### src/rtl/core/fdtc_pkg.sv
// ---------------------------------------------------------------------------
// fdtc_pkg
// shared types and constants of the fan duty temperature controller
// ---------------------------------------------------------------------------
package fdtc_pkg;

    localparam int DUTY_W      = 7;
    localparam int DIGIT_W     = 4;
    localparam int RAW_W       = 16;
    localparam int TEMP_W      = 10;  // temperatures and errors in tenths
    localparam int SUM_W       = 20;
    localparam int DIFF_W      = 11;
    localparam int GAIN_W      = 8;
    localparam int THR_W       = 7;
    localparam int CFG_IDX_W   = 3;
    localparam int CFG_DATA_W  = 10;
    localparam int ACC_W       = 32;
    localparam int DVD_W       = 14;  // linear ramp numerator, hundredths
    localparam int DVS_W       = 8;   // twice the threshold span
    localparam int S_TDATA_W   = 24;
    localparam int M_TDATA_W   = 32;

    localparam int PWM_PERIOD_DEF = 100;

    // reset values of the configuration registers
    localparam logic             MODE_RST   = 1'b0;
    localparam logic [THR_W-1:0] LOW_RST    = 7'd30;
    localparam logic [THR_W-1:0] HIGH_RST   = 7'd40;
    localparam logic [TEMP_W-1:0] GOAL_RST  = 10'd250;
    localparam logic [GAIN_W-1:0] GAIN_P_RST = 8'd50;
    localparam logic [GAIN_W-1:0] GAIN_I_RST = 8'd0;
    localparam logic [GAIN_W-1:0] GAIN_D_RST = 8'd20;

    localparam logic [DUTY_W-1:0] DUTY_MAX = 7'd100;
    localparam logic [DUTY_W-1:0] DUTY_MID = 7'd50;
    localparam logic [DUTY_W-1:0] DUTY_OFF = 7'd0;

    localparam logic [ACC_W-1:0] PID_BIAS  = 32'd500;
    localparam logic [ACC_W-1:0] PID_FULL  = 32'd1000;

    // x/10 for x < 100 as (x*205) >> 11
    localparam logic [7:0]  DIV10_MUL   = 8'd205;
    localparam int          DIV10_SHIFT = 11;
    // u/10 for u < 1000 as (u*6554) >> 16
    localparam logic [12:0] RECIP10_MUL   = 13'd6554;
    localparam int          RECIP10_SHIFT = 16;

    // sixteenths to hundredths: frac*625/100 = (frac*25) >> 2
    localparam logic [4:0] FRAC_MUL = 5'd25;

    localparam logic [3:0] NEG_NIBBLE = 4'hF;
    localparam logic [6:0] HUNDRED    = 7'd100;

    localparam logic FUNC_SAMPLE = 1'b0;
    localparam logic FUNC_TICK   = 1'b1;
    localparam logic MODE_LINEAR = 1'b0;

    typedef enum logic [CFG_IDX_W-1:0] {
        CFG_MODE   = 3'd0,
        CFG_LOW    = 3'd1,
        CFG_HIGH   = 3'd2,
        CFG_GOAL   = 3'd3,
        CFG_GAIN_P = 3'd4,
        CFG_GAIN_I = 3'd5,
        CFG_GAIN_D = 3'd6
    } cfg_idx_t;

    typedef enum logic [1:0] {
        TERM_P = 2'd0,
        TERM_I = 2'd1,
        TERM_D = 2'd2
    } term_t;

endpackage

### src/rtl/core/fan_duty_temperature_controller_top.sv
// ---------------------------------------------------------------------------
// fan_duty_temperature_controller_top
// sensor word to decimal digits, linear or pid fan duty, software pwm
// ---------------------------------------------------------------------------
// a tick goes straight to the output state; a linear sample passes through the
// ramp divider unless outside the thresholds, a pid sample through the error,
// sum, diff and multiply states unless below the goal; one item in flight, the
// next item is taken in the cycle after the result is loaded into the output
// register, and a full output register holds the sequencer until it drains;
// the single 32-bit adder runs 14 divide steps for the ramp and 24 shift-add steps for the three pid products
// rst_n clears state, pwm and history; registers return to their defaults
module fan_duty_temperature_controller_top #(
    parameter int PWM_PERIOD = fdtc_pkg::PWM_PERIOD_DEF
) (
    input  logic                             clk,
    input  logic                             rst_n,
    input  logic                             cfg_we,
    input  logic [fdtc_pkg::CFG_IDX_W-1:0]   cfg_index,
    input  logic [fdtc_pkg::CFG_DATA_W-1:0]  cfg_data,
    input  logic                             s_tvalid,
    output logic                             s_tready,
    // raw_reading [15:0], restart [16], zero [23:17]
    input  logic [fdtc_pkg::S_TDATA_W-1:0]   s_tdata,
    // func
    input  logic                             s_tuser,
    output logic                             m_tvalid,
    input  logic                             m_tready,
    // duty [6:0], motor_on [7], negative [8], digit_hundreds [9],
    // digit_tens [13:10], digit_units [17:14], digit_tenths [21:18],
    // digit_hundredths [25:22], zero [31:26]
    output logic [fdtc_pkg::M_TDATA_W-1:0]   m_tdata
);
    import fdtc_pkg::*;

    localparam int PHASE_W = $clog2(PWM_PERIOD + 1);
    localparam int CMP_W   = (PHASE_W > DUTY_W) ? PHASE_W : DUTY_W;
    localparam int CNT_W   = 5;
    localparam logic [CNT_W-1:0] DIV_LAST = CNT_W'(DVD_W - 1);
    localparam logic [CNT_W-1:0] MUL_LAST = CNT_W'(3 * GAIN_W - 1);

    typedef enum logic [3:0] {
        S_IDLE, S_LIN, S_DIV, S_LINQ, S_ERR, S_SUM, S_DIFF, S_MUL, S_PIDQ, S_OUT
    } state_t;

    // configuration
    logic               mode_reg;
    logic [THR_W-1:0]   low_reg;
    logic [THR_W-1:0]   high_reg;
    logic [TEMP_W-1:0]  goal_reg;
    logic [GAIN_W-1:0]  gain_p_reg;
    logic [GAIN_W-1:0]  gain_i_reg;
    logic [GAIN_W-1:0]  gain_d_reg;

    always_ff @(posedge clk or negedge rst_n)
    begin
        if (!rst_n)
        begin
            mode_reg   <= MODE_RST;
            low_reg    <= LOW_RST;
            high_reg   <= HIGH_RST;
            goal_reg   <= GOAL_RST;
            gain_p_reg <= GAIN_P_RST;
            gain_i_reg <= GAIN_I_RST;
            gain_d_reg <= GAIN_D_RST;
        end
        else if (cfg_we)
        begin
            case (cfg_idx_t'(cfg_index))
                CFG_MODE:   mode_reg   <= cfg_data[0];
                CFG_LOW:    low_reg    <= cfg_data[THR_W-1:0];
                CFG_HIGH:   high_reg   <= cfg_data[THR_W-1:0];
                CFG_GOAL:   goal_reg   <= cfg_data[TEMP_W-1:0];
                CFG_GAIN_P: gain_p_reg <= cfg_data[GAIN_W-1:0];
                CFG_GAIN_I: gain_i_reg <= cfg_data[GAIN_W-1:0];
                CFG_GAIN_D: gain_d_reg <= cfg_data[GAIN_W-1:0];
                default: ;
            endcase
        end
    end

    state_t               state_reg;
    logic [CNT_W-1:0]     cnt_reg;
    logic [TEMP_W-1:0]    last_err_reg;
    logic [SUM_W-1:0]     sum_reg;
    logic [DUTY_W-1:0]    duty_reg;
    logic [PHASE_W-1:0]   phase_reg;
    logic                 drive_reg;
    logic [TEMP_W-1:0]    err_reg;
    logic [DIFF_W-1:0]    diff_reg;
    logic [ACC_W-1:0]     acc_reg;
    logic [DVD_W-1:0]     dvd_reg;
    logic [DVS_W-1:0]     dvs_reg;
    logic [DVS_W-1:0]     rem_reg;
    logic                 neg_reg;
    logic                 hun_reg;
    logic [DIGIT_W-1:0]   tens_reg;
    logic [DIGIT_W-1:0]   units_reg;
    logic [DIGIT_W-1:0]   tth_reg;
    logic [DIGIT_W-1:0]   hth_reg;
    logic                 m_valid_reg;
    logic [M_TDATA_W-1:0] m_data_reg;

    // ---- digit split of the incoming sensor word
    logic [RAW_W-1:0]   raw;
    logic               in_neg;
    logic [RAW_W-1:0]   mag;
    logic [6:0]         whole;
    logic               in_hun;
    logic [6:0]         below_hun;
    logic [14:0]        tens_prod;
    logic [DIGIT_W-1:0] in_tens;
    logic [DIGIT_W-1:0] in_units;
    logic [8:0]         frac_prod;
    logic [6:0]         frac_hth;
    logic [14:0]        tth_prod;
    logic [DIGIT_W-1:0] in_tth;
    logic [DIGIT_W-1:0] in_hth;

    always_comb
    begin
        raw       = s_tdata[RAW_W-1:0];
        in_neg    = (raw[RAW_W-1 -: 4] == NEG_NIBBLE);
        mag       = in_neg ? (~raw + 16'd1) : raw;
        whole     = mag[10:4];
        in_hun    = (whole >= HUNDRED);
        below_hun = in_hun ? (whole - HUNDRED) : whole;
        tens_prod = 15'(below_hun) * 15'(DIV10_MUL);
        in_tens   = tens_prod[DIV10_SHIFT +: DIGIT_W];
        in_units  = DIGIT_W'(below_hun - 7'(in_tens) * 7'd10);
        frac_prod = 9'(mag[3:0]) * 9'(FRAC_MUL);
        frac_hth  = frac_prod[8:2];
        tth_prod  = 15'(frac_hth) * 15'(DIV10_MUL);
        in_tth    = tth_prod[DIV10_SHIFT +: DIGIT_W];
        in_hth    = DIGIT_W'(frac_hth - 7'(in_tth) * 7'd10);
    end

    // ---- temperatures from the held digits
    logic [THR_W-1:0]  temp_whole;
    logic [DVD_W-1:0]  temp_hth;
    logic [TEMP_W-1:0] temp_tenths;
    logic [DVD_W-1:0]  low_hth;

    always_comb
    begin
        temp_whole  = 7'(tens_reg) * 7'd10 + 7'(units_reg);
        temp_hth    = 14'(tens_reg) * 14'd1000 + 14'(units_reg) * 14'd100
                    + 14'(tth_reg) * 14'd10 + 14'(hth_reg);
        temp_tenths = 10'(tens_reg) * 10'd100 + 10'(units_reg) * 10'd10
                    + 10'(tth_reg);
        low_hth     = 14'(low_reg) * 14'd100;
    end

    // ---- shared adder
    logic [ACC_W-1:0]  add_a;
    logic [ACC_W-1:0]  add_b;
    logic              add_sub;
    logic [ACC_W-1:0]  add_sum;
    logic [DVS_W:0]    div_shift;
    logic [ACC_W-1:0]  mcand;
    logic [GAIN_W-1:0] gain_sel;
    logic [2:0]        bit_sel;

    always_comb
    begin
        div_shift = {rem_reg, dvd_reg[DVD_W-1]};
        bit_sel   = cnt_reg[2:0];
        case (term_t'(cnt_reg[4:3]))
            TERM_P:
            begin
                gain_sel = gain_p_reg;
                mcand    = ACC_W'(err_reg);
            end
            TERM_I:
            begin
                gain_sel = gain_i_reg;
                mcand    = ACC_W'(sum_reg);
            end
            TERM_D:
            begin
                gain_sel = gain_d_reg;
                mcand    = {{(ACC_W-DIFF_W){diff_reg[DIFF_W-1]}}, diff_reg};
            end
            default:
            begin
                gain_sel = '0;
                mcand    = '0;
            end
        endcase

        add_a   = '0;
        add_b   = '0;
        add_sub = 1'b0;
        case (state_reg)
            S_LIN:
            begin
                add_a   = ACC_W'(temp_hth);
                add_b   = ACC_W'(low_hth);
                add_sub = 1'b1;
            end
            S_DIV:
            begin
                add_a   = ACC_W'(div_shift);
                add_b   = ACC_W'(dvs_reg);
                add_sub = 1'b1;
            end
            S_ERR:
            begin
                add_a   = ACC_W'(temp_tenths);
                add_b   = ACC_W'(goal_reg);
                add_sub = 1'b1;
            end
            S_SUM:
            begin
                add_a = ACC_W'(sum_reg);
                add_b = ACC_W'(err_reg);
            end
            S_DIFF:
            begin
                add_a   = ACC_W'(err_reg);
                add_b   = ACC_W'(last_err_reg);
                add_sub = 1'b1;
            end
            S_MUL:
            begin
                add_a = acc_reg;
                add_b = gain_sel[bit_sel] ? (mcand << bit_sel) : '0;
            end
            default: ;
        endcase
        add_sum = add_a + (add_sub ? ~add_b : add_b) + ACC_W'(add_sub);
    end

    // ---- pid output scaling and pwm compare
    logic [22:0] recip_prod;
    logic        acc_full;
    logic        acc_low;
    logic        pwm_on;
    logic        pwm_run;

    always_comb
    begin
        recip_prod = 23'(acc_reg[9:0]) * 23'(RECIP10_MUL);
        acc_full   = !acc_reg[ACC_W-1] && (acc_reg >= PID_FULL);
        acc_low    = acc_reg[ACC_W-1] || (acc_reg == '0);
        pwm_on     = CMP_W'(phase_reg) < CMP_W'(duty_reg);
        pwm_run    = phase_reg < PHASE_W'(PWM_PERIOD);
    end

    // ---- sequencer
    always_ff @(posedge clk or negedge rst_n)
    begin
        if (!rst_n)
        begin
            state_reg    <= S_IDLE;
            cnt_reg      <= '0;
            last_err_reg <= '0;
            sum_reg      <= '0;
            duty_reg     <= '0;
            phase_reg    <= '0;
            drive_reg    <= 1'b0;
            err_reg      <= '0;
            diff_reg     <= '0;
            acc_reg      <= '0;
            dvd_reg      <= '0;
            dvs_reg      <= '0;
            rem_reg      <= '0;
            neg_reg      <= 1'b0;
            hun_reg      <= 1'b0;
            tens_reg     <= '0;
            units_reg    <= '0;
            tth_reg      <= '0;
            hth_reg      <= '0;
            m_valid_reg  <= 1'b0;
            m_data_reg   <= '0;
        end
        else
        begin
            // the output state reloads the register itself
            if (m_tready && (state_reg != S_OUT))
            begin
                m_valid_reg <= 1'b0;
            end
            case (state_reg)
                S_IDLE:
                begin
                    if (s_tvalid)
                    begin
                        if (s_tuser == FUNC_TICK)
                        begin
                            neg_reg   <= 1'b0;
                            hun_reg   <= 1'b0;
                            tens_reg  <= '0;
                            units_reg <= '0;
                            tth_reg   <= '0;
                            hth_reg   <= '0;
                            if (pwm_on)
                            begin
                                drive_reg <= 1'b1;
                                phase_reg <= phase_reg + PHASE_W'(1);
                            end
                            else if (pwm_run)
                            begin
                                drive_reg <= 1'b0;
                                phase_reg <= phase_reg + PHASE_W'(1);
                            end
                            else
                            begin
                                phase_reg <= '0;
                            end
                            state_reg <= S_OUT;
                        end
                        else
                        begin
                            neg_reg   <= in_neg;
                            hun_reg   <= in_hun;
                            tens_reg  <= in_tens;
                            units_reg <= in_units;
                            tth_reg   <= in_tth;
                            hth_reg   <= in_hth;
                            if (s_tdata[RAW_W])
                            begin
                                last_err_reg <= '0;
                                sum_reg      <= '0;
                            end
                            state_reg <= (mode_reg == MODE_LINEAR) ? S_LIN : S_ERR;
                        end
                    end
                end
                S_LIN:
                begin
                    if (temp_whole >= high_reg)
                    begin
                        duty_reg  <= DUTY_MAX;
                        state_reg <= S_OUT;
                    end
                    else if (temp_whole < low_reg)
                    begin
                        duty_reg  <= DUTY_OFF;
                        state_reg <= S_OUT;
                    end
                    else
                    begin
                        dvd_reg   <= add_sum[DVD_W-1:0];
                        dvs_reg   <= {high_reg - low_reg, 1'b0};
                        rem_reg   <= '0;
                        cnt_reg   <= '0;
                        state_reg <= S_DIV;
                    end
                end
                S_DIV:
                begin
                    // restoring step, quotient bits shift in from the right
                    if (!add_sum[ACC_W-1])
                    begin
                        rem_reg <= add_sum[DVS_W-1:0];
                        dvd_reg <= {dvd_reg[DVD_W-2:0], 1'b1};
                    end
                    else
                    begin
                        rem_reg <= div_shift[DVS_W-1:0];
                        dvd_reg <= {dvd_reg[DVD_W-2:0], 1'b0};
                    end
                    cnt_reg <= cnt_reg + CNT_W'(1);
                    if (cnt_reg == DIV_LAST)
                    begin
                        state_reg <= S_LINQ;
                    end
                end
                S_LINQ:
                begin
                    duty_reg  <= dvd_reg[DUTY_W-1:0] + DUTY_MID;
                    state_reg <= S_OUT;
                end
                S_ERR:
                begin
                    if (add_sum[ACC_W-1])
                    begin
                        duty_reg  <= DUTY_OFF;
                        state_reg <= S_OUT;
                    end
                    else
                    begin
                        err_reg   <= add_sum[TEMP_W-1:0];
                        state_reg <= S_SUM;
                    end
                end
                S_SUM:
                begin
                    sum_reg   <= (|add_sum[ACC_W-1:SUM_W]) ? '1 : add_sum[SUM_W-1:0];
                    state_reg <= S_DIFF;
                end
                S_DIFF:
                begin
                    diff_reg     <= add_sum[DIFF_W-1:0];
                    last_err_reg <= err_reg;
                    acc_reg      <= PID_BIAS;
                    cnt_reg      <= '0;
                    state_reg    <= S_MUL;
                end
                S_MUL:
                begin
                    acc_reg <= add_sum;
                    cnt_reg <= cnt_reg + CNT_W'(1);
                    if (cnt_reg == MUL_LAST)
                    begin
                        state_reg <= S_PIDQ;
                    end
                end
                S_PIDQ:
                begin
                    if (acc_full)
                    begin
                        duty_reg <= DUTY_MAX;
                    end
                    else if (acc_low)
                    begin
                        duty_reg <= DUTY_MID;
                    end
                    else
                    begin
                        duty_reg <= recip_prod[RECIP10_SHIFT +: DUTY_W];
                    end
                    state_reg <= S_OUT;
                end
                S_OUT:
                begin
                    if (!m_valid_reg || m_tready)
                    begin
                        m_valid_reg <= 1'b1;
                        m_data_reg  <= {6'd0, hth_reg, tth_reg, units_reg, tens_reg,
                                        hun_reg, neg_reg, drive_reg, duty_reg};
                        state_reg   <= S_IDLE;
                    end
                end
                default:
                begin
                    state_reg <= S_IDLE;
                end
            endcase
        end
    end

    assign s_tready = (state_reg == S_IDLE);
    assign m_tvalid = m_valid_reg;
    assign m_tdata  = m_data_reg;

`ifndef SYNTHESIS
    a_duty_range: assert property (@(posedge clk) disable iff (!rst_n)
        duty_reg <= DUTY_MAX)
        else $error("duty above full scale");

    a_phase_range: assert property (@(posedge clk) disable iff (!rst_n)
        phase_reg <= PHASE_W'(PWM_PERIOD))
        else $error("pwm phase beyond period");

    a_one_in_flight: assert property (@(posedge clk) disable iff (!rst_n)
        (s_tvalid && s_tready) |=> !s_tready)
        else $error("second item taken while busy");

    a_drive_on_tick: assert property (@(posedge clk) disable iff (!rst_n)
        !$stable(drive_reg) |-> $past(s_tvalid && s_tready && s_tuser))
        else $error("drive changed without a tick item");
`endif

endmodule
### config.mk
export PLATFORM = sky130hd
export DESIGN_NAME = fan_duty_temperature_controller_top
export DESIGN_NICKNAME = d
export VERILOG_FILES = /design/src/rtl/core/fdtc_pkg.sv /design/src/rtl/core/fan_duty_temperature_controller_top.sv
export SDC_FILE = /design/constraint.sdc
export NUM_CORES = 1
export LEC_CHECK = 0
export ABC_AREA = 1
export BUFFER_PORTS_ARGS = -buffer_cell sky130_fd_sc_hd__buf_2
export CAP_MARGIN = 20
export CORE_MARGIN = 8
export CORE_UTILIZATION = 45
export CTS_CLUSTER_DIAMETER = 80
export CTS_CLUSTER_SIZE = 24
export DETAILED_ROUTE_END_ITERATION = 7
export GPL_ROUTABILITY_DRIVEN = 1
export GPL_TIMING_DRIVEN = 0
export SLEW_MARGIN = 15
export SYNTH_ARGS = -nofsm -noshare
export SYNTH_HDL_FRONTEND = slang
export SYNTH_SLANG_ARGS = --single-unit
### constraint.sdc
create_clock -name clk -period 14.25 [get_ports clk]
set_clock_uncertainty 0.15 [all_clocks]
set_input_delay 3.5625 -clock clk [delete_from_list [all_inputs] [get_ports clk]]
set_output_delay 3.5625 -clock clk [all_outputs]
set_load 0.02 [all_outputs]
==> impl_results.md, run 1 <==
* Run status: finished, final reports clean
* Tightest hold margin at 0.334 ns
* Worst Setup End Kind: flop
* Highest-count cells in the layout ignoring fill and taps: sky130_fd_sc_hd__nand2_1, sky130_fd_sc_hd__inv_1, sky130_fd_sc_hd__ha_1
* Flip-flop count of the largest register after layout at 32
* Effective utilization at floorplan at 0.454
* CTS Root Cell: sky130_fd_sc_hd__clkbuf_16
* First-pass GRT wire length at 104 mm
* Share of cells above drive strength 1 at 0.0702
* Worst Setup Slack, final at 4.42 ns
* Wire length reported by the detailed router at 65.1 mm
* Nets@finish at 3346
* Post-route DRC violation count at 0
* Final worst path period need at 9.83 ns
* Iter 0 DRT Violations at 1494
* Clock H-tree levels at 1
* Total setup violations reported at the end of the flow at 0
* Most common cell type on the critical path: sky130_fd_sc_hd__inv_1
* Die area at 0.0554 mm^2
* Slew at the pin closest to its max-slew limit at 1.06 ns
* Total routing resource utilization after global routing at 0.231
* Quantity of gates resized following cts at 0
* Clock tree from TritonCTS: built
* Gp weighted congestion at 0.968
* Horizontal die dimension at 235 um
* Die Height at 235 um
* Netlist area before placement at 0.0217 mm^2
* ANT cells at 0
* #FFs+latches synth at 230
* Pre-CTS setup slack at 3.83 ns
* Post-CTS setup buffers at 0
* Clock Pin Slew Worst Setup and Hold Paths at 0.08 ns
* CP Class: in -> reg
* Count of pins on the block boundary at 77
* Largest net degree at the start of global routing at 105
* Crit-path slowest cell: sky130_fd_sc_hd__fa_1
* Number of antenna violations at the first check in global routing at 0
* Max-cap viol count at 0
* Most common library cell in the layout ignoring fill and taps: sky130_fd_sc_hd__nand2_1
* TritonCTS Sinks at 230
* Count of final hold-check violations at 0
* Routed len/inst at 18.3 um
* Number of synthesized flops with an enable pin at 0
* Share of the yosys chip area belonging to registers at 0.267
* Critical path startpoint category: primary input
* Count of pins over their slew limit at 0
* Area growth from synthesis to final layout at 8.85%
* Total number of yosys warnings at 0
* Remaining number of nets flagged by the antenna check after routing at 0
* Drt pass-1 iters at 5
* Required time at the endpoint of the critical path at 14.51 ns
* Worst hold path class: reg -> reg
* Count of mapped cells out of synthesis at 2828
* Filler cells at 4777
* Max clock buf depth at 3
* Proportion of synthesized flip-flops having asynchronous set or reset at 1.00
* Number of hold buffers added after cts at 0
* Vias/cell at 5.45
* Inserted Clock Buffers at 20
* Maximum clock rate at 0.102 GHz
* Period utilization at 0.690
* Delay of the slowest cell on the worst path at 0.51 ns
* Via count of the first global-routing pass at 19200
* Clock network latency to the later pin of the worst-skew pair at 0.57 ns
* Flip-flop cell with the highest count after synthesis: sky130_fd_sc_hd__dfrtp_1
* Setup repair after global routing missed its margin: false
* Remaining Overflow, GRT at 0
* Arrival @ worst endpoint at 10.08 ns
* Max_slew headroom at 0.290
* Average cell area after synthesis at 7.66 um^2
* Half-perimeter wire length of the detailed placement result at 53.2 mm
* # rows at 80
* Max FO, Critical Path at 10
* Core box area at 0.0476 mm^2
* Unique masters post-synth at 60
* Port Buf Inserts at 62
* TNS Setup at 0 ns
* Vias at 19400
## logic make-up (layout without fill, tap and decap cells)
logic type | Yosys count | after routing | share of synthesized area
muxes | 13 | 13 | 0.00618
adders and majority gates | 383 | 383 | 0.247
other | 1 | 6 | 0.000173
AOI/OAI and AO/OA | 558 | 558 | 0.151
and+or+nand+nor | 1031 | 1031 | 0.200
buffers and inverters | 531 | 632 | 0.0967
xor gates and xnor gates | 81 | 81 | 0.0328
DFF | 230 | 230 | 0.267
## cells in the mapped netlist (all sizes together), types with 5 or more instances
master   count  share of area
nor3        20         0.0046
mux2i       10         0.0046
nor2       186          0.035
dfrtp      213           0.25
o21ai      253          0.060
inv        445          0.077
a31oi       16         0.0046
clkbuf      49         0.0085
a21o         8         0.0028
a21oi      118          0.027
xnor2       41          0.017
fa          73          0.067
o22ai       65          0.019
a221oi      13         0.0053
nand4       17         0.0049
nand2      649           0.12
o2111ai      8         0.0032
o21a        14         0.0049
buf         32         0.0099
nand3      135          0.032
xor2        40          0.016
clkinv       5        0.00087
dfstp       17          0.021
o21bai       7         0.0024
o211ai      22         0.0079
ha         310           0.18
or2         11         0.0032
o221ai      10         0.0040
nor4         5         0.0014
## layout make-up
| cell class | instances | area, um^2 | area share |
|---|---|---|---|
| well taps | 615 | 769 | 0.0326 |
| multi-input cells | 2072 | 13800 | 0.586 |
| flip-flops and latches | 230 | 5780 | 0.245 |
| clock inverters | 14 | 213 | 0.00902 |
| clock buffers | 22 | 529 | 0.0225 |
| repair buffers | 65 | 387 | 0.0164 |
| inverters | 450 | 1700 | 0.0720 |
| plain buffers | 81 | 398 | 0.0169 |
## critical path: cells and delay by family
| family | cells | cell delay, ns |
|---|---|---|
| AND/OR/NAND/NOR | 7 | 0.72 |
| XOR/XNOR | 4 | 1.29 |
| AO/OA/AOI/OAI | 4 | 0.35 |
| adder cells (fa/ha/maj) | 9 | 3.24 |
| buffers and inverters | 8 | 0.89 |
## path summary, 6_finish.rpt
path                                           end  slack [ns]                    start  depth (start not counted)
min                        m_tdata[10]$_DFFE_PN0P_        0.33  m_tdata[10]$_DFFE_PN0P_                          2
max                         hth_reg[3]$_DFFE_PN0P_        4.42              s_tdata[13]                         32
max in group asynchronous  high_reg[5]$_DFFE_PN1P_       10.36                    rst_n                          2
min in group asynchronous  acc_reg[17]$_DFFE_PN0P_        2.72                    rst_n                          1
min reg2reg                m_tdata[10]$_DFFE_PN0P_        0.33  m_tdata[10]$_DFFE_PN0P_                          2
max reg2reg                 sum_reg[3]$_DFFE_PN0P_        6.38  tens_reg[1]$_DFFE_PN0P_                         38
## layer usage
| metal | GRT usage | up-vias | wire, um |
|---|---|---|---|
| met3 | 0.0338 | 103 | 3540 |
| met1 | 0.312 | 9206 | 30200 |
| li1 | - | 9513 | - |
| met5 | 0 | - | 0 |
| met2 | 0.375 | 535 | 29200 |
| met4 | 0.0755 | 0 | 2120 |
## per-stage QoR
step,cell area [um^2],std cells,util
floorplan,21700,2833,-
global placement,22800,3510,0.478
detailed placement,22800,3512,0.479
CTS,23600,3548,0.494
global route,23600,3549,0.495
finish,23600,3549,0.495
Power of run 1 is left out: the tool's default activity adds up to more than one toggle a clock period on the data nets, which glitch-free logic cannot reach.
==> run 2: changes to the inputs <==
--- a/config.mk
+++ b/config.mk
@@ -5,7 +5,7 @@
 export SDC_FILE = /design/constraint.sdc
 export NUM_CORES = 1
 export LEC_CHECK = 0
-export ABC_AREA = 1
+export ABC_AREA = 0
 export BUFFER_PORTS_ARGS = -buffer_cell sky130_fd_sc_hd__buf_2
 export CAP_MARGIN = 20
 export CORE_MARGIN = 8
==> constraint.sdc (replaced) <==
create_clock -name clk -period 8.8 [get_ports clk]
set_clock_uncertainty 0.15 [all_clocks]
set_input_delay 2.2 -clock clk [delete_from_list [all_inputs] [get_ports clk]]
set_output_delay 2.2 -clock clk [all_outputs]
set_load 0.02 [all_outputs]
==> run 2 against run 1 <==
Net effect: setup slack worse by 4.0 ns; die area down 1.8%; flip-flop and latch count stayed put; highest routed layer unchanged; first-iteration DRC count fell by 6.9%; synthesized cell count decreased by 19%; register-to-register slack got worse by 5.8 ns; area after synthesis down 2.0%; utilization up 0.50 points; final cell count fell by 15%; global-route usage up 0.50 points; non-clock buffer count rose by 17; sequential share of layout area increased by 0.33 points.
==> impl_results.md, run 2 <==
* Post-synth top area share at 0.251
* Worst Setup End Kind: flop
* Tightest hold margin at 0.333 ns
* Most common library cell in the layout ignoring fill and taps: sky130_fd_sc_hd__ha_1
* Critical path startpoint category: primary input
* Remaining number of nets flagged by the antenna check after routing at 0
* Max_slew headroom at 0.204
* Core box area at 0.0466 mm^2
* Inserted Clock Buffers at 21
* Met1 usage in global routing at 0.327
* Die Height at 233 um
* Worst reg-to-reg setup slack at 0.54 ns
* Wire length reported by the detailed router at 64.8 mm
* Flip-flop cell with the highest count after synthesis: sky130_fd_sc_hd__dfrtp_1
* Multi-input logic area at 0.0144 mm^2
* ANT cells at 0
* TNS Setup at 0 ns
* Worst flop-to-flop path startpoint: tens_reg[1]$_DFFE_PN0P_
* Most common cell type on the critical path: sky130_fd_sc_hd__ha_1
* Maximum clock rate at 0.120 GHz
* Total number of yosys warnings at 0
* Number of synthesized flops with an enable pin at 0
* Number of antenna violations at the first check in global routing at 0
* Delay of the slowest cell on the worst path at 0.53 ns
* CP Class: in -> reg
* Share of cells above drive strength 1 at 0.0995
* Worst hold path class: reg -> reg
* Arrival @ worst endpoint at 8.60 ns
* Final worst path period need at 8.33 ns
* Max FO, Critical Path at 10
* Average cell area after synthesis at 9.25 um^2
* Effective utilization at floorplan at 0.456
* Iter 0 DRT Violations at 1391
* Total routing resource utilization after global routing at 0.236
* Most congested layer reported by global routing: met2
* Worst hold path startpoint: m_tdata[5]$_DFFE_PN0P_
* Total setup violations reported at the end of the flow at 0
* Endpoint of the worst setup timing path: hth_reg[3]$_DFFE_PN0P_
* Slew at the pin closest to its max-slew limit at 1.18 ns
* Crit-path slowest cell: sky130_fd_sc_hd__fa_1
* Clock H-tree levels at 1
* Horizontal die dimension at 233 um
* Critical R2R Capture: sum_reg[0]$_DFFE_PN0P_
* Required time at the endpoint of the critical path at 9.08 ns
* Flip-flop count of the largest register after layout at 32
* Count of final hold-check violations at 0
* Clock network latency to the later pin of the worst-skew pair at 0.57 ns
* Drt pass-1 iters at 5
* First-pass GRT wire length at 102 mm
* Met2 GRT Util at 0.385
* Gp weighted congestion at 0.946
* Count of pins over their slew limit at 0
* Largest net degree at the start of global routing at 97
* #FFs+latches synth at 230
* Remaining Overflow, GRT at 0
* Vias/cell at 5.84
* Max clock buf depth at 3
* Max-cap viol count at 0
* Top cells by count, synth: sky130_fd_sc_hd__ha_1, sky130_fd_sc_hd__dfrtp_1, sky130_fd_sc_hd__nand2_1, sky130_fd_sc_hd__inv_1, sky130_fd_sc_hd__o21ai_0
* Met3 global-route usage at 0.0223
* Run status: finished, final reports clean
* Highest-count cells in the layout ignoring fill and taps: sky130_fd_sc_hd__ha_1, sky130_fd_sc_hd__dfrtp_1, sky130_fd_sc_hd__nand2_1
* Top-count cell post-synth: sky130_fd_sc_hd__ha_1
* Filler cells at 4397
* Port Buf Inserts at 59
* Depth of the worst register-to-register path at 31
* Vias at 17600
* Unique masters post-synth at 88
* # rows at 79
* Via count of the first global-routing pass at 17600
* Post-synthesis cell type with the largest combined area: sky130_fd_sc_hd__dfrtp_1
* Count of mapped cells out of synthesis at 2296
* Die area at 0.0544 mm^2
* Clock Pin Slew Worst Setup and Hold Paths at 0.08 ns
* Routed len/inst at 21.5 um
* Count of pins on the block boundary at 77
* FF+latch area at 0.00578 mm^2
* Proportion of synthesized flip-flops having asynchronous set or reset at 1.00
* Netlist area before placement at 0.0212 mm^2
* Top post-synthesis cells by area: sky130_fd_sc_hd__dfrtp_1, sky130_fd_sc_hd__ha_1, sky130_fd_sc_hd__fa_1
* TritonCTS Sinks at 230
* Share of the yosys chip area belonging to registers at 0.272
* Area growth from synthesis to final layout at 9.59%
* CTS Root Cell: sky130_fd_sc_hd__clkbuf_16
* Post-route DRC violation count at 0
* Start point of the critical path: s_tdata[14]
* Period utilization at 0.946
* Clock tree from TritonCTS: built
* Half-perimeter wire length of the detailed placement result at 51.9 mm
* Nets@finish at 2814
run 2: cell types whose count changed after synthesis, sizes merged, moves of 33 or more:
| cell | change |
|---|---|
| a21o | +53 |
| a22o | +33 |
| inv | -245 |
| mux2 | +65 |
| mux2i | +57 |
| nand2 | -439 |
| nand3 | -101 |
| nor2 | -93 |
| o21ai | -56 |
| o22ai | -63 |
| xnor2 | +38 |
run 2: stage by stage:
step	cells	setup WS [ns]	util	cell area (um^2)
after floorplan	2301	0.375	-	21200
after CTS	3009	0.0787	0.497	23200
final	3010	0.472	0.500	23300
after global routing	3010	-0.0000231	0.500	23300
after global placement	2967	-0.510	0.479	22300
after detailed placement	2971	-0.488	0.481	22400
run 2: area by class of cell:
class / instances / share of cell area
buffer: 99 / 0.0182
clock buffer: 21 / 0.0226
clock inverter: 17 / 0.0106
inverter: 201 / 0.0324
multi-input combinational: 1771 / 0.619
sequential: 230 / 0.248
tap: 607 / 0.0326
timing repair buffer: 64 / 0.0165
run 2: what timing repair did:
| action | in CTS | in global routing |
|---|---|---|
| setup endpoints to repair | 4 | 29 |
| hold buffers | 0 | 0 |
| pin swaps | 0 | 2 |
| resized for setup | 1 | 15 |
| setup buffers | 0 | 1 |
run 2: worst min path at each step:
stage,depth (start not counted),endpoint,slack (ns)
6_report,2,m_tdata[5]$_DFFE_PN0P_,0.33
5_1_grt,1,duty_reg[1]$_DFFE_PN0P_,0.36
4_1_cts,2,diff_reg[7]$_DFFE_PN0P_,0.34
3_5_place_dp,2,diff_reg[6]$_DFFE_PN0P_,0.32
3_3_place_gp,2,diff_reg[8]$_DFFE_PN0P_,0.31
2_1_floorplan,2,drive_reg$_DFFE_PN0P_,0.29
run 2: worst max-delay path, delay by kind of cell:
kind            cells  cell delay [ns]
compound gates      4             0.67
xor+xnor            6             1.27
fa+ha+maj          10             3.29
buf+inv             5             0.52
simple gates        3             0.64
run 2: cell families after synthesis:
group                    count (synthesis)  share of synthesized area
AO/OA/AOI/OAI                          624                      0.189
XOR/XNOR                               122                     0.0507
adder cells (fa/ha/maj)                383                      0.252
buffers and inverters                  300                     0.0555
flip-flops                             230                      0.272
multiplexers                           137                     0.0698
other                                    1                   0.000177
AND/OR/NAND/NOR                        499                      0.112
run 2: routing by layer:
| layer | vias up | share of wire |
|---|---|---|
| met3 | 98 | 0.055 |
| met1 | 8610 | 0.46 |
| li1 | 8347 | - |
| met4 | 0 | 0.029 |
| met5 | - | 0 |
| met2 | 524 | 0.46 |
Power of run 2 is left out for the same reason.
==> run 3: changes to the inputs <==
--- a/config.mk
+++ b/config.mk
@@ -5,7 +5,7 @@
 export SDC_FILE = /design/constraint.sdc
 export NUM_CORES = 1
 export LEC_CHECK = 0
-export ABC_AREA = 0
+export ABC_AREA = 1
 export BUFFER_PORTS_ARGS = -buffer_cell sky130_fd_sc_hd__buf_2
 export CAP_MARGIN = 20
 export CORE_MARGIN = 8
==> run 3 against run 2 <==
Net effect: hold slack gained 0.00081 ns; cell area is 1.3% higher; register-to-register slack improved by 0.37 ns; sequential share of layout area down 0.34 points; utilization fell by 0.48 points; setup slack better by 0.078 ns; flip-flop and latch count unchanged; first-iteration DRC count grew 5.0%; critical path depth increased by 4; critical endpoint unchanged.
==> impl_results.md, run 3 (synthesis results as in run 1) <==
* Maximum clock rate at 0.121 GHz
* Wire length reported by the detailed router at 65.0 mm
* Delay of the slowest cell on the worst path at 0.51 ns
* Drt pass-1 iters at 6
* Clock network latency to the later pin of the worst-skew pair at 0.57 ns
* Vias/cell at 5.46
* Total setup violations reported at the end of the flow at 0
* Total routing resource utilization after global routing at 0.231
* Die area at 0.0554 mm^2
* Port Buf Inserts at 62
* Max FO, Critical Path at 10
* Number of hold buffers added after cts at 0
* Clock H-tree levels at 1
* ANT cells at 0
* Via count of the first global-routing pass at 19200
* Post-route DRC violation count at 0
* Inserted Clock Buffers at 20
* FF+latch area at 0.00578 mm^2
* Clock Pin Slew Worst Setup and Hold Paths at 0.08 ns
* Count of final hold-check violations at 0
* Post-CTS setup buffers at 0
* Crit-path slowest cell: sky130_fd_sc_hd__fa_1
* Share of cells above drive strength 1 at 0.0706
* # rows at 80
* Tightest hold margin at 0.334 ns
* Final worst path period need at 8.25 ns
* CTS Root Cell: sky130_fd_sc_hd__clkbuf_16
* Remaining number of nets flagged by the antenna check after routing at 0
* Routed len/inst at 18.3 um
* Gp weighted congestion at 0.968
* Worst Setup End Kind: flop
* Worst hold path class: reg -> reg
* Iter 0 DRT Violations at 1461
* Max_slew headroom at 0.262
* Effective utilization at floorplan at 0.454
* Horizontal die dimension at 235 um
* TritonCTS Sinks at 230
* Max clock buf depth at 3
* Nets@finish at 3346
* Half-perimeter wire length of the detailed placement result at 53.2 mm
* First-pass GRT wire length at 104 mm
* Area growth from synthesis to final layout at 8.89%
* Count of pins on the block boundary at 77
* Filler cells at 4777
* Clock tree from TritonCTS: built
* Most common library cell in the layout ignoring fill and taps: sky130_fd_sc_hd__nand2_1
* Core box area at 0.0476 mm^2
* Remaining Overflow, GRT at 0
* Largest net degree at the start of global routing at 105
* Number of antenna violations at the first check in global routing at 0
* Slew at the pin closest to its max-slew limit at 1.10 ns
* Max-cap viol count at 0
* Flip-flop count of the largest register after layout at 32
* TNS Setup at 0 ns
* Setup repair after global routing missed its margin: false
* Vias at 19400
* Arrival @ worst endpoint at 8.51 ns
* Multi-input logic area at 0.0138 mm^2
* Count of pins over their slew limit at 0
* CP Class: in -> reg
* Die Height at 235 um
* Critical path startpoint category: primary input
* Required time at the endpoint of the critical path at 9.06 ns
* Run status: finished, final reports clean
* Highest-count cells in the layout ignoring fill and taps: sky130_fd_sc_hd__nand2_1, sky130_fd_sc_hd__inv_1, sky130_fd_sc_hd__ha_1
* Most common cell type on the critical path: sky130_fd_sc_hd__inv_1
* Period utilization at 0.937
==> run 3: changes by cell type in the layout (fill, tap and decap cells not counted), sizes merged, moves of 56 or more <==
cell / delta
nand2: +439
mux2i: -57
nand3: +101
o22ai: +63
mux2: -65
o21ai: +56
nor2: +93
inv: +244
==> run 3: area by class of cell <==
type,instances,area share
clock buffers,22,0.0224
plain buffers,81,0.0169
flip-flops and latches,230,0.245
repair buffers,65,0.0164
multi-input cells,2072,0.586
well taps,615,0.0326
inverters,450,0.0720
clock inverters,14,0.00902
==> run 3: layer usage <==
metal / share of wire / global-route usage / vias to the layer above
li1: - / - / 9511
met1: 0.46 / 0.312 / 9217
met2: 0.45 / 0.375 / 556
met3: 0.058 / 0.0338 / 108
met4: 0.033 / 0.0755 / 0
met5: 0 / 0 / -
==> run 3: worst paths after layout <==
kind                                         start                      end  slack [ns]  depth (start not counted)
setup reg to reg           tens_reg[1]$_DFFE_PN0P_   sum_reg[3]$_DFFE_PN0P_        0.91                         38
max in group asynchronous                    rst_n  high_reg[0]$_DFFE_PN0P_        6.26                          2
min in group asynchronous                    rst_n  acc_reg[17]$_DFFE_PN0P_        1.36                          1
setup / recovery                       s_tdata[13]   hth_reg[3]$_DFFE_PN0P_        0.55                         32
hold reg to reg            m_tdata[10]$_DFFE_PN0P_  m_tdata[10]$_DFFE_PN0P_        0.33                          2
hold / removal             m_tdata[10]$_DFFE_PN0P_  m_tdata[10]$_DFFE_PN0P_        0.33                          2
==> run 3: metrics by stage <==
stage / area (um^2) / setup WS, ns / util / instances
final: 23600 / 0.550 / 0.495 / 3549
after global routing: 23600 / 0.0884 / 0.495 / 3549
after CTS: 23600 / 0.315 / 0.494 / 3548
after detailed placement: 22800 / -0.261 / 0.479 / 3512
after global placement: 22800 / -0.110 / 0.478 / 3510
after floorplan: 21700 / 0.722 / - / 2833
==> run 3: timing repair <==
item	in CTS	in global routing
hold endpoints to repair	0	0
resized for setup	0	1
setup endpoints to repair	0	1
==> run 3: worst max-delay path: cells and delay by family <==
kind / cells / cell delay [ns]
AOI/OAI and AO/OA: 4 / 0.35
buffers and inverters: 8 / 0.84
and+or+nand+nor: 7 / 0.75
adders and majority gates: 9 / 3.22
xor gates and xnor gates: 4 / 1.14
Power of run 3 is left out for the same reason.
